`src/hw/rtl/owbl_pkg.sv`:
```
// Shared types and constants for the one-wire backlight level encoder.
// No dependencies; imported by every module of the block.
`default_nettype none
package owbl_pkg;

    localparam int unsigned LEVEL_W = 8;
    localparam int unsigned DUR_W   = 12;
    localparam int unsigned DATA_W  = 5;

    localparam logic [LEVEL_W-1:0] LEVEL_MAX  = 8'd32;
    localparam logic [LEVEL_W-1:0] ADDR_RESET = 8'h72;

    localparam logic [DUR_W-1:0] T_HOLD      = 12'd0;
    localparam logic [DUR_W-1:0] T_SHORT     = 12'd10;
    localparam logic [DUR_W-1:0] T_LONG      = 12'd180;
    localparam logic [DUR_W-1:0] T_SEL_HIGH1 = 12'd120;
    localparam logic [DUR_W-1:0] T_SEL_LOW   = 12'd280;
    localparam logic [DUR_W-1:0] T_SEL_HIGH2 = 12'd650;
    localparam logic [DUR_W-1:0] T_OFF       = 12'd3000;

    // Command kinds handed from the front to the back.
    localparam logic [1:0] K_OFF  = 2'd0;
    localparam logic [1:0] K_ZERO = 2'd1;
    localparam logic [1:0] K_SEND = 2'd2;

    typedef struct packed {
        logic [1:0]        kind;
        logic              msel;   // emit mode-select sequence first
        logic [7:0]        addr;
        logic [DATA_W-1:0] data;
    } t_cmd;

    typedef struct packed {
        logic full;
        logic empty;
    } t_q_stat;

endpackage
`default_nettype wire

```
`src/hw/rtl/owbl_front.sv`:
```
// Front end: accepts requests, clamps the level and tracks the mode-selected flag.
// Depends on owbl_pkg.
`default_nettype none
module owbl_front
    import owbl_pkg::*;
(
    input  wire logic               i_clk,
    input  wire logic               i_rst_n,
    input  wire logic               i_valid,
    output logic                    o_ready,
    input  wire logic               i_power_on,
    input  wire logic [LEVEL_W-1:0] i_level,
    input  wire logic [7:0]         i_addr,
    input  wire t_q_stat            i_q_stat,
    output logic                    o_push,
    output t_cmd                    o_cmd
);

    logic               r_mode_sel;
    logic               n_mode_sel;
    logic [LEVEL_W-1:0] sat;

    assign o_ready = !i_q_stat.full;
    assign o_push  = i_valid && o_ready;
    assign sat     = (i_level > LEVEL_MAX) ? LEVEL_MAX : i_level;

    always_comb begin
        o_cmd.msel = !r_mode_sel;
        o_cmd.addr = i_addr;
        // level-1 in five bits; a clamped 32 wraps to 31
        o_cmd.data = sat[DATA_W-1:0] - DATA_W'(1);
        n_mode_sel = r_mode_sel;
        if (!i_power_on) begin
            o_cmd.kind = K_OFF;
        end else if (i_level == '0) begin
            o_cmd.kind = K_ZERO;
            n_mode_sel = 1'b0;
        end else begin
            o_cmd.kind = K_SEND;
            n_mode_sel = 1'b1;
        end
    end

    always_ff @(posedge i_clk) begin
        if (!i_rst_n) begin
            r_mode_sel <= 1'b1;
        end else if (o_push) begin
            r_mode_sel <= n_mode_sel;
        end
    end

endmodule
`default_nettype wire

```
`src/hw/rtl/owbl_queue.sv`:
```
// Two-entry command queue between front and back.
// Depends on owbl_pkg.
`default_nettype none
module owbl_queue
    import owbl_pkg::*;
(
    input  wire logic i_clk,
    input  wire logic i_rst_n,
    input  wire logic i_push,
    input  wire t_cmd i_cmd,
    input  wire logic i_pop,
    output t_cmd      o_head,
    output t_q_stat   o_stat
);

    t_cmd       r_mem [2];
    logic       r_wp;
    logic       r_rp;
    logic [1:0] r_cnt;

    assign o_head       = r_mem[r_rp];
    assign o_stat.full  = (r_cnt == 2'd2);
    assign o_stat.empty = (r_cnt == 2'd0);

    always_ff @(posedge i_clk) begin
        if (i_push) begin
            r_mem[r_wp] <= i_cmd;
        end
    end

    always_ff @(posedge i_clk) begin
        if (!i_rst_n) begin
            r_wp  <= 1'b0;
            r_rp  <= 1'b0;
            r_cnt <= 2'd0;
        end else begin
            if (i_push) begin
                r_wp <= !r_wp;
            end
            if (i_pop) begin
                r_rp <= !r_rp;
            end
            r_cnt <= r_cnt + 2'(i_push) - 2'(i_pop);
        end
    end

endmodule
`default_nettype wire

```
`src/hw/rtl/owbl_back.sv`:
```
// Back end: sequences pin segments for one command at a time into an output register.
// Depends on owbl_pkg.
`default_nettype none
module owbl_back
    import owbl_pkg::*;
(
    input  wire logic             i_clk,
    input  wire logic             i_rst_n,
    input  wire t_cmd             i_head,
    input  wire t_q_stat          i_q_stat,
    output logic                  o_pop,
    output logic                  o_valid,
    input  wire logic             i_ready,
    output logic                  o_pin,
    output logic [DUR_W-1:0]      o_dur,
    output logic                  o_last
);

    localparam logic [1:0] ST_SEL  = 2'd0;
    localparam logic [1:0] ST_ADDR = 2'd1;
    localparam logic [1:0] ST_DATA = 2'd2;
    localparam logic [1:0] ST_ONE  = 2'd3;

    localparam logic [4:0] SEL_END   = 5'd2;
    localparam logic [4:0] FRAME_END = 5'd18;  // held high
    localparam logic [4:0] STOP_POS  = 5'd17;  // low end-of-stream

    logic             r_busy;
    t_cmd             r_cmd;
    logic [1:0]       r_st;
    logic [4:0]       r_cnt;
    logic             r_valid;
    logic             r_pin;
    logic [DUR_W-1:0] r_dur;
    logic             r_last;

    t_cmd             cur;
    logic [1:0]       cur_st;
    logic [4:0]       cur_cnt;
    logic             have;
    logic             adv;
    logic [7:0]       byte_v;
    logic [4:0]       jm;
    logic             bit_v;
    logic             seg_pin;
    logic [DUR_W-1:0] seg_dur;
    logic             seg_last;
    logic             seg_end;
    logic [1:0]       n_st;
    logic [4:0]       n_cnt;

    assign have    = r_busy || !i_q_stat.empty;
    assign adv     = have && (!r_valid || i_ready);
    assign o_pop   = adv && !r_busy;
    assign cur     = r_busy ? r_cmd : i_head;
    assign cur_cnt = r_busy ? r_cnt : 5'd0;

    always_comb begin
        if (r_busy) begin
            cur_st = r_st;
        end else if (i_head.kind != K_SEND) begin
            cur_st = ST_ONE;
        end else if (i_head.msel) begin
            cur_st = ST_SEL;
        end else begin
            cur_st = ST_ADDR;
        end
    end

    assign byte_v = (cur_st == ST_ADDR) ? cur.addr : {{(8-DATA_W){1'b0}}, cur.data};
    assign jm     = cur_cnt - 5'd1;
    assign bit_v  = byte_v[3'd7 - jm[3:1]];

    always_comb begin
        seg_pin  = 1'b0;
        seg_dur  = T_HOLD;
        seg_last = 1'b0;
        seg_end  = 1'b0;
        n_st     = cur_st;
        n_cnt    = cur_cnt + 5'd1;
        unique case (cur_st)
            ST_ONE: begin
                seg_pin  = 1'b0;
                seg_dur  = (cur.kind == K_ZERO) ? T_OFF : T_HOLD;
                seg_last = 1'b1;
                seg_end  = 1'b1;
            end
            ST_SEL: begin
                case (cur_cnt)
                    5'd0:    begin seg_pin = 1'b1; seg_dur = T_SEL_HIGH1; end
                    5'd1:    begin seg_pin = 1'b0; seg_dur = T_SEL_LOW;   end
                    default: begin seg_pin = 1'b1; seg_dur = T_SEL_HIGH2; end
                endcase
                if (cur_cnt == SEL_END) begin
                    n_st  = ST_ADDR;
                    n_cnt = 5'd0;
                end
            end
            default: begin
                if (cur_cnt == 5'd0) begin
                    seg_pin = 1'b1;
                    seg_dur = T_SHORT;
                end else if (cur_cnt == STOP_POS) begin
                    seg_pin = 1'b0;
                    seg_dur = T_SHORT;
                end else if (cur_cnt == FRAME_END) begin
                    seg_pin = 1'b1;
                    seg_dur = T_HOLD;
                end else begin
                    // low half then high half; a one has the short low
                    seg_pin = jm[0];
                    seg_dur = (bit_v ^ jm[0]) ? T_SHORT : T_LONG;
                end
                if (cur_cnt == FRAME_END) begin
                    n_st  = ST_DATA;
                    n_cnt = 5'd0;
                    if (cur_st == ST_DATA) begin
                        seg_last = 1'b1;
                        seg_end  = 1'b1;
                    end
                end
            end
        endcase
    end

    always_ff @(posedge i_clk) begin
        if (!i_rst_n) begin
            r_busy  <= 1'b0;
            r_st    <= ST_ONE;
            r_cnt   <= 5'd0;
            r_valid <= 1'b0;
        end else begin
            if (adv) begin
                r_valid <= 1'b1;
                r_busy  <= !seg_end;
                r_st    <= n_st;
                r_cnt   <= n_cnt;
            end else if (i_ready) begin
                r_valid <= 1'b0;
            end
        end
    end

    always_ff @(posedge i_clk) begin
        if (o_pop) begin
            r_cmd <= i_head;
        end
        if (adv) begin
            r_pin  <= seg_pin;
            r_dur  <= seg_dur;
            r_last <= seg_last;
        end
    end

    assign o_valid = r_valid;
    assign o_pin   = r_pin;
    assign o_dur   = r_dur;
    assign o_last  = r_last;

endmodule
`default_nettype wire

```
`src/hw/rtl/one_wire_backlight_level_encoder.sv`:
```
// Top level of the one-wire backlight level encoder: front, command queue, back.
// Depends on owbl_pkg, owbl_front, owbl_queue and owbl_back.
//
// Usage:
//   Slave stream (i_s_*): one beat is one backlight request. tdata[0] is power_on,
//   tdata[8:1] is the requested level; upper bits are ignored.
//   Master stream (o_m_*): one beat per pin segment. tdata[0] is the pin level,
//   tdata[12:1] the hold time in microseconds (0 = hold until the next segment);
//   tlast marks the final segment of a request.
//   Config channel (i_cfg_*): writes the device address byte; always ready.
//   Write it only while no request is in flight.
// Timing:
//   The first segment of a request passes through the command queue and the back
//   end's output register. The back end emits one segment per cycle while i_m_tready
//   is high, so a request spans 1 segment (panel off or level zero), 38 (address and
//   data frames) or 41 (mode select first); this segment sequencer sets the rate.
//   A two-entry command queue lets new requests be taken while segments drain.
// Reset:
//   Synchronous, active low. Clears the queue and the sequencer, sets the address
//   to 0x72 and assumes one-wire mode already selected.
// Stall:
//   While i_m_tready is low the current segment holds in the output register;
//   requests keep landing until the queue is full, then o_s_tready drops.
`default_nettype none
module one_wire_backlight_level_encoder
    import owbl_pkg::*;
(
    input  wire logic        i_clk,
    input  wire logic        i_rst_n,
    // request stream
    input  wire logic        i_s_tvalid,
    output logic             o_s_tready,
    input  wire logic [15:0] i_s_tdata,   // [0] power_on, [8:1] level, [15:9] zero
    // segment stream
    output logic             o_m_tvalid,
    input  wire logic        i_m_tready,
    output logic [15:0]      o_m_tdata,   // [0] pin_level, [12:1] duration_us, [15:13] zero
    output logic             o_m_tlast,
    // device address write
    input  wire logic        i_cfg_valid,
    output logic             o_cfg_ready,
    input  wire logic [7:0]  i_cfg_data
);

    logic             r_addr;
    logic [7:0]       r_dev_addr;
    logic             push;
    logic             pop;
    t_cmd             push_cmd;
    t_cmd             head;
    t_q_stat          q_stat;
    logic             seg_pin;
    logic [DUR_W-1:0] seg_dur;

    // Address register: always ready, written on each config beat.
    assign o_cfg_ready = 1'b1;

    always_ff @(posedge i_clk) begin
        if (!i_rst_n) begin
            r_dev_addr <= ADDR_RESET;
            r_addr     <= 1'b0;
        end else if (i_cfg_valid) begin
            r_dev_addr <= i_cfg_data;
            r_addr     <= 1'b1;
        end
    end

    // Classify the request and track mode select.
    owbl_front u_front (
        .i_clk      (i_clk),
        .i_rst_n    (i_rst_n),
        .i_valid    (i_s_tvalid),
        .o_ready    (o_s_tready),
        .i_power_on (i_s_tdata[0]),
        .i_level    (i_s_tdata[8:1]),
        .i_addr     (r_dev_addr),
        .i_q_stat   (q_stat),
        .o_push     (push),
        .o_cmd      (push_cmd)
    );

    owbl_queue u_queue (
        .i_clk   (i_clk),
        .i_rst_n (i_rst_n),
        .i_push  (push),
        .i_cmd   (push_cmd),
        .i_pop   (pop),
        .o_head  (head),
        .o_stat  (q_stat)
    );

    // Expand each command into timed segments.
    owbl_back u_back (
        .i_clk    (i_clk),
        .i_rst_n  (i_rst_n),
        .i_head   (head),
        .i_q_stat (q_stat),
        .o_pop    (pop),
        .o_valid  (o_m_tvalid),
        .i_ready  (i_m_tready),
        .o_pin    (seg_pin),
        .o_dur    (seg_dur),
        .o_last   (o_m_tlast)
    );

    assign o_m_tdata = {3'b000, seg_dur, seg_pin};

    // Final segments are held or the 3000 us off pulse.
    a_last_dur: assert property (@(posedge i_clk) disable iff (!i_rst_n)
        (o_m_tvalid && o_m_tlast) |-> (seg_dur == T_HOLD || seg_dur == T_OFF))
        else $error("final segment with a timed duration");

    // The held high only closes an address or data frame, and only the data one is last.
    // It either follows the end-of-stream low or is still waiting on a stalled receiver.
    a_held_high: assert property (@(posedge i_clk) disable iff (!i_rst_n)
        (o_m_tvalid && seg_pin && seg_dur == T_HOLD && !o_m_tlast)
        |-> ($past(seg_dur) == T_SHORT
             || ($past(o_m_tvalid && !i_m_tready) && $past(seg_dur) == T_HOLD)))
        else $error("held high not preceded by end-of-stream");

    // Never pop an empty queue.
    a_pop_empty: assert property (@(posedge i_clk) disable iff (!i_rst_n)
        pop |-> !q_stat.empty)
        else $error("pop from empty command queue");

    // Address register follows each config beat.
    a_cfg_write: assert property (@(posedge i_clk) disable iff (!i_rst_n)
        (i_cfg_valid && o_cfg_ready) |=> (r_addr && r_dev_addr == $past(i_cfg_data)))
        else $error("device address write lost");

endmodule
`default_nettype wire

```
`config.mk`:
```
export PLATFORM = sky130hd
export DESIGN_NAME = one_wire_backlight_level_encoder
export DESIGN_NICKNAME = d
export VERILOG_FILES = /design/src/hw/rtl/owbl_pkg.sv /design/src/hw/rtl/owbl_front.sv /design/src/hw/rtl/owbl_queue.sv /design/src/hw/rtl/owbl_back.sv /design/src/hw/rtl/one_wire_backlight_level_encoder.sv
export SDC_FILE = /design/constraint.sdc
export NUM_CORES = 1
export LEC_CHECK = 0
export BUFFER_PORTS_ARGS = -buffer_cell sky130_fd_sc_hd__buf_2
export CAP_MARGIN = 10
export CORE_UTILIZATION = 64
export CTS_BUF_LIST = sky130_fd_sc_hd__clkbuf_4 sky130_fd_sc_hd__clkbuf_8
export DETAILED_ROUTE_END_ITERATION = 10
export PLACE_DENSITY = 0.88
export SYNTH_ARGS = -nofsm -noshare
export SYNTH_HDL_FRONTEND = slang
export SYNTH_SLANG_ARGS = --single-unit
```
`constraint.sdc`:
```
create_clock -name i_clk -period 5.8 [get_ports i_clk]
set_clock_uncertainty 0.05 [all_clocks]
set_input_delay 0.58 -clock i_clk [delete_from_list [all_inputs] [get_ports i_clk]]
set_output_delay 0.58 -clock i_clk [all_outputs]
set_load 0.01 [all_outputs]
```
=== Word-level counts from Yosys, hierarchy flattened ===
Memory sizes are Yosys's and may differ from the RTL's. A register that Yosys moved wholly into a read port is not among the register bits.
Index checks and enable logic that the tools add are counted.

* Register bits after elaboration: 52
* Bits in writable memories: 32
* Input port bits: 29
* Logic and storage cells: 94
* Memories: 1

{| class="wikitable"
|+ Memory list
! name !! words !! width !! read ports !! clocked after Yosys merged registers in !! wr ports !! RTL line !! RTL
|-
| u_queue.r_mem || 2 || 16 || 1 || 1 || 1 || owbl_queue.sv:16 || <nowiki>t_cmd r_mem [2];</nowiki>
|}

* $add $sub $neg: 6
* Order comparisons: 2
* Equality and inequality tests: 10
* Mux-type cells: 39
* Bitwise gates (word level): 1
* Reductions and logical operators: 19

{| class="wikitable"
|+ Operator list
! operator !! number
|-
| $mux 12 || 4
|-
| $pmux 12 s2 || 1
|-
| $mux 5 || 4
|-
| $pmux 10 s2 || 1
|-
| $mux 16 || 1
|-
| $mux 8 || 2
|-
| $mux 1 || 15
|-
| $mux 2 || 6
|-
| $eq 5x5->1 const B || 2
|-
| $pmux 5 s2 || 1
|-
| $gt 8x6->1 const B || 1
|-
| $logic_not 1->1 || 8
|-
| $logic_not 8->1 || 1
|-
| $eq 2x2->1 const B || 3
|-
| $add 5x1->5 const B || 1
|-
| $eq 5x1->1 const B || 1
|-
| $eq 5x2->1 const B || 1
|-
| $logic_not 5->1 || 1
|-
| $sub 5x1->5 const B || 1
|-
| $eq 2x1->1 const B || 2
|-
| $logic_not 2->1 || 2
|-
| $lt 3x4->1 const B || 1
|-
| $pmux 1 s2 || 2
|-
| $pmux 2 s2 || 1
|-
| 11 further kinds || 14
|}

=== Logic depth before layout (Yosys ltp) ===
* Depth in word-level cells: 13
* Depth in mapped cells: 14

=== Cells and area by module ===
Synthesis repeated with hierarchy kept, for this count alone.

* Cell total of the unflattened synthesis: 324
* Area, all modules: 4021.4 µm²

{| class="wikitable"
|+ By module, submodules not included
! module !! instances !! cells an instance !! area each (µm²) !! sequential area each (µm²)
|-
| owbl_back || 1 || 189 || 2001.9 || 991.0
|-
| owbl_queue || 1 || 71 || 1435.1 || 1061.0
|-
| one_wire_backlight_level_encoder || 1 || 32 || 336.6 || 160.2
|-
| owbl_front || 1 || 32 || 247.7 || 20.0
|}

=== Worst setup path before layout ===
Ideal clock, no wire load.

* Path type: reg-to-reg
* Start point: register with a tool-made name
* End point: register u_back.r_dur[3] (netlist: u_back.o_dur[3]), data pin
* Setup time: 0.261 ns
* Data arrival time: 3.072 ns
* Required time: 5.489 ns
* Setup slack: 2.417 ns
* Cell stages (with the launch flop): 15
* Clock period less this slack: 3.383 ns
* Cell sequence: dfxtp_1 > buf_6 > buf_2 > mux2_2 > nand2_1 > o22ai_1 > inv_1 > ha_1 > buf_1 > mux4_2 > mux4_2 > nand2_1 > o31a_2 > xnor2_1 > a221o_1

{| class="wikitable"
|+ RTL lines
! item !! RTL line !! RTL
|-
| end signal, assigned || owbl_back.sv:150 || <nowiki>r_dur <= seg_dur;</nowiki>
|-
| end, declared || owbl_back.sv:34 || <nowiki>logic [DUR_W-1:0] r_dur;</nowiki>
|}

==> impl_metrics.json <==
{
  "path_cells": "nor2_1 > a32oi_1 > o22ai_1 > inv_1 > ha_1 > mux4_2 > mux4_2 > nand2_1 > o31a_2 > xnor2_1 > a221o_1",
  "ir_drop_mv": 0.297,
  "netlist_instances": 293,
  "dp_cells": 389,
  "io_buffers": 35,
  "r2r_slack_ps": 1910,
  "outcome": "finished, final reports clean",
  "die_h_um": 78.4,
  "cts.clk_slew.worst_paths_ps": 90,
  "clk_latency_ps": 360,
  "route.met3.wl_um": 446,
  "hpwlAfterDp_um": 4520,
  "min_period_over_period_pct": 67.1,
  "clock-root-buffer": "clkbuf_8",
  "die_area_um2": 6150,
  "rr_worst_depth": 11,
  "synth_top_family_by_area": "multiplexers",
  "htreeDepth": 3,
  "cp_slowest_cell": "dfxtp_1",
  "cts_setup_buffers": 0,
  "p_leak_nw": 1.62,
  "wire_per_inst_um": 16.6,
  "detail-route-antenna-nets": 0,
  "synthSimpleGateAreaFrac_pct": 10.5,
  "synth_area_per_cell_um2": 12.8,
  "worstPathRequired_ps": 5860,
  "grt_antenna_before_repair": 0,
  "max_freq_ghz": 0.257,
  "num_rows": 27,
  "first_pass_iters": 8,
  "grt_max_degree": 24,
  "cts_sinks": 82,
  "min_to": "r_dev_addr[6]",
  "syn_to_final_growth_pct": 10.9,
  "start_util_pct": 67.0,
  "vias": 2391,
  "critPathLaunchType": "register",
  "layout.cells.non_filler": 405,
  "viasPerCell": 5.90,
  "critPathTopFamily": "compound AO/OA/AOI/OAI gates",
  "fin_nets": 368,
  "cp.arrival_ps": 3950,
  "worstSetupPathType": "reg2reg",
  "hp-start": "i_cfg_data[6]",
  "wl_met1_um": 2690,
  "fin_tns_setup_ps": 0,
  "drc": 0,
  "cpMostUsedCell": "mux4_2",
  "synth_xor_area_share_pct": 1.87,
  "synth_edf_count": 59,
  "worst_pin_slew_ps": 821,
  "critPathMaxFanout": 19,
  "groute.usage.overall_pct": 24.2,
  "finalPower_mw": 2.07,
  "hold_buffers": 0,
  "top_layer": "met4",
  "ys_async_sr_fraction_pct": 0,
  "wl_met2_um": 3430,
  "final_cell_mix": "edfxtp_1, buf_2, nand2_1",
  "slew_headroom_pct": 45.2,
  "crit_path_end_kind": "register",
  "setup_violations": 0,
  "die_w_um": 78.4,
  "min_delay_path_depth": 3,
  "ios": 49,
  "antenna_cells": 0,
  "numCtsBuffers": 9,
  "gp_congestion": 0.904,
  "synth-seq-cells": 82,
  "cts_tree": "yes",
  "power_density_nw_per_um2": 499,
  "slowest_delay_ps": 860,
  "maxSlewViolCount": 0,
  "yosysSeqAreaShare_pct": 59.7,
  "synth_compound_area_share_pct": 8.27,
  "hold_viol_final": 0,
  "fin_crit_ps": 3890,
  "hold_path.class": "in2reg",
  "coreArea_um2": 5570,
  "grt-ovfl-total": 0,
  "synthMuxAreaShare_pct": 11.4,
  "rsz0062_at_grt": "false",
  "synth_area_um2": 3740,
  "ys_warn_count": 0,
  "grt_pass1_wl_um": 10900,
  "drive_gt1_share_pct": 23.7,
  "cts_resized": 0,
  "wirelength_um": 6720,
  "crit_buf_inv": 1,
  "layout_commonest_cell": "edfxtp_1",
  "r2r-end": "u_back.o_dur[3]",
  "grt_pass1_vias": 2315,
  "cts.path.max_buffers": 2,
  "drtIter0Drc": 222,
  "ys_types": 50,
  "ys.flop_type": "edfxtp_1",
  "max-cap-violations": 0,
  "synth_adder_area_share_pct": 3.68
}
-- state kept, by name (all words and copies together) (netlist names), 2 cells and up, named ones only --
signal	count
u_queue.r_mem	32
u_queue.r_cnt	2
u_back.r_cmd	15
u_back.r_st	2
r_dev_addr	8
u_back.r_cnt	5
u_back.o_dur	10
-- cell families (layout without fill, tap and decap cells) --
kind of cell	after synthesis	after routing
and+or+nand+nor	81	81
muxes	33	33
buffers and inverters	33	69
adders and majority gates	11	11
AOI/OAI and AO/OA	43	43
other	2	6
xor gates and xnor gates	8	8
DFF	82	82
-- where the power goes --
part	leakage, nW	internal, mW	switching, mW
Clock	0.109	0.217	0.216
Combinational	0.777	0.310	0.402
Sequential	0.732	0.843	0.0813
Total	1.62	1.37	0.700
-- how the worst max path moves through the flow --
stage	startpoint	end	cells past startpoint
finish	register	u_back.o_dur[3]	11
global route	register	u_back.o_dur[3]	11
CTS	register	u_back.o_dur[3]	10
detailed placement	register	u_back.o_dur[3]	10
global placement	register	u_back.o_dur[3]	10
floorplan	register	u_back.o_dur[3]	14
-- cell type report --
| class | instances | area (um^2) |
|---|---|---|
| clock inverters | 6 | 72.6 |
| fillers | 363 | 1430 |
| flip-flops and latches | 82 | 2230 |
| clock buffers | 10 | 138 |
| repair buffers | 37 | 190 |
| inverters | 16 | 60.1 |
| well taps | 72 | 90.1 |
| multi-input cells | 182 | 1360 |
-- worst reg2reg max path, cell delays in order, from the launching register on --
cell	delay (ps)
dfxtp_1	860
nor2_1	140
a32oi_1	300
o22ai_1	230
inv_1	130
ha_1	370
mux4_2	360
mux4_2	490
nand2_1	80
o31a_2	140
xnor2_1	130
a221o_1	370
-- metrics by stage --
step	util, %	worst slack, ps	hold WS (ps)	cell area, um^2
6_report	74.3	1910	384	4140
5_1_grt	74.3	1630	378	4140
4_1_cts	74.3	1880	381	4140
3_5_place_dp	70.6	1940	391	3930
3_3_place_gp	70.6	2030	385	3930
2_1_floorplan	-	2420	375	3750
-- layer usage --
metal | GRT usage (%) | vias up
li1 | - | 1127
met1 | 29.4 | 1139
met2 | 39.7 | 108
met3 | 5.81 | 17
met4 | 13.7 | 0
met5 | 0 | -
-- synthesized netlist by cell type, types with 2 or more instances --
library cell,n,area [um^2]
a22oi_1,3,22.5
a21oi_1,4,20.0
nand3_1,6,30.0
a32oi_1,2,17.5
buf_4,7,52.6
inv_1,15,56.3
and2_1,9,56.3
o21ai_0,9,45.0
o21a_1,2,15.0
a21o_1,2,15.0
o22ai_1,2,12.5
nand2_1,31,116
o211ai_1,2,15.0
conb_1,2,7.51
dfxtp_1,23,460
edfxtp_1,59,1770
a21boi_0,2,15.0
nor2b_1,9,56.3
nand2b_1,4,25.0
ha_1,11,138
mux4_2,6,135
a22o_1,2,17.5
mux2i_1,9,90.1
and3_1,4,25.0
mux2_2,17,191
xnor2_1,7,61.3
nor3_1,6,30.0
nor2_1,10,37.5
clkbuf_1,7,26.3
Power figures use the tool's default switching activity.
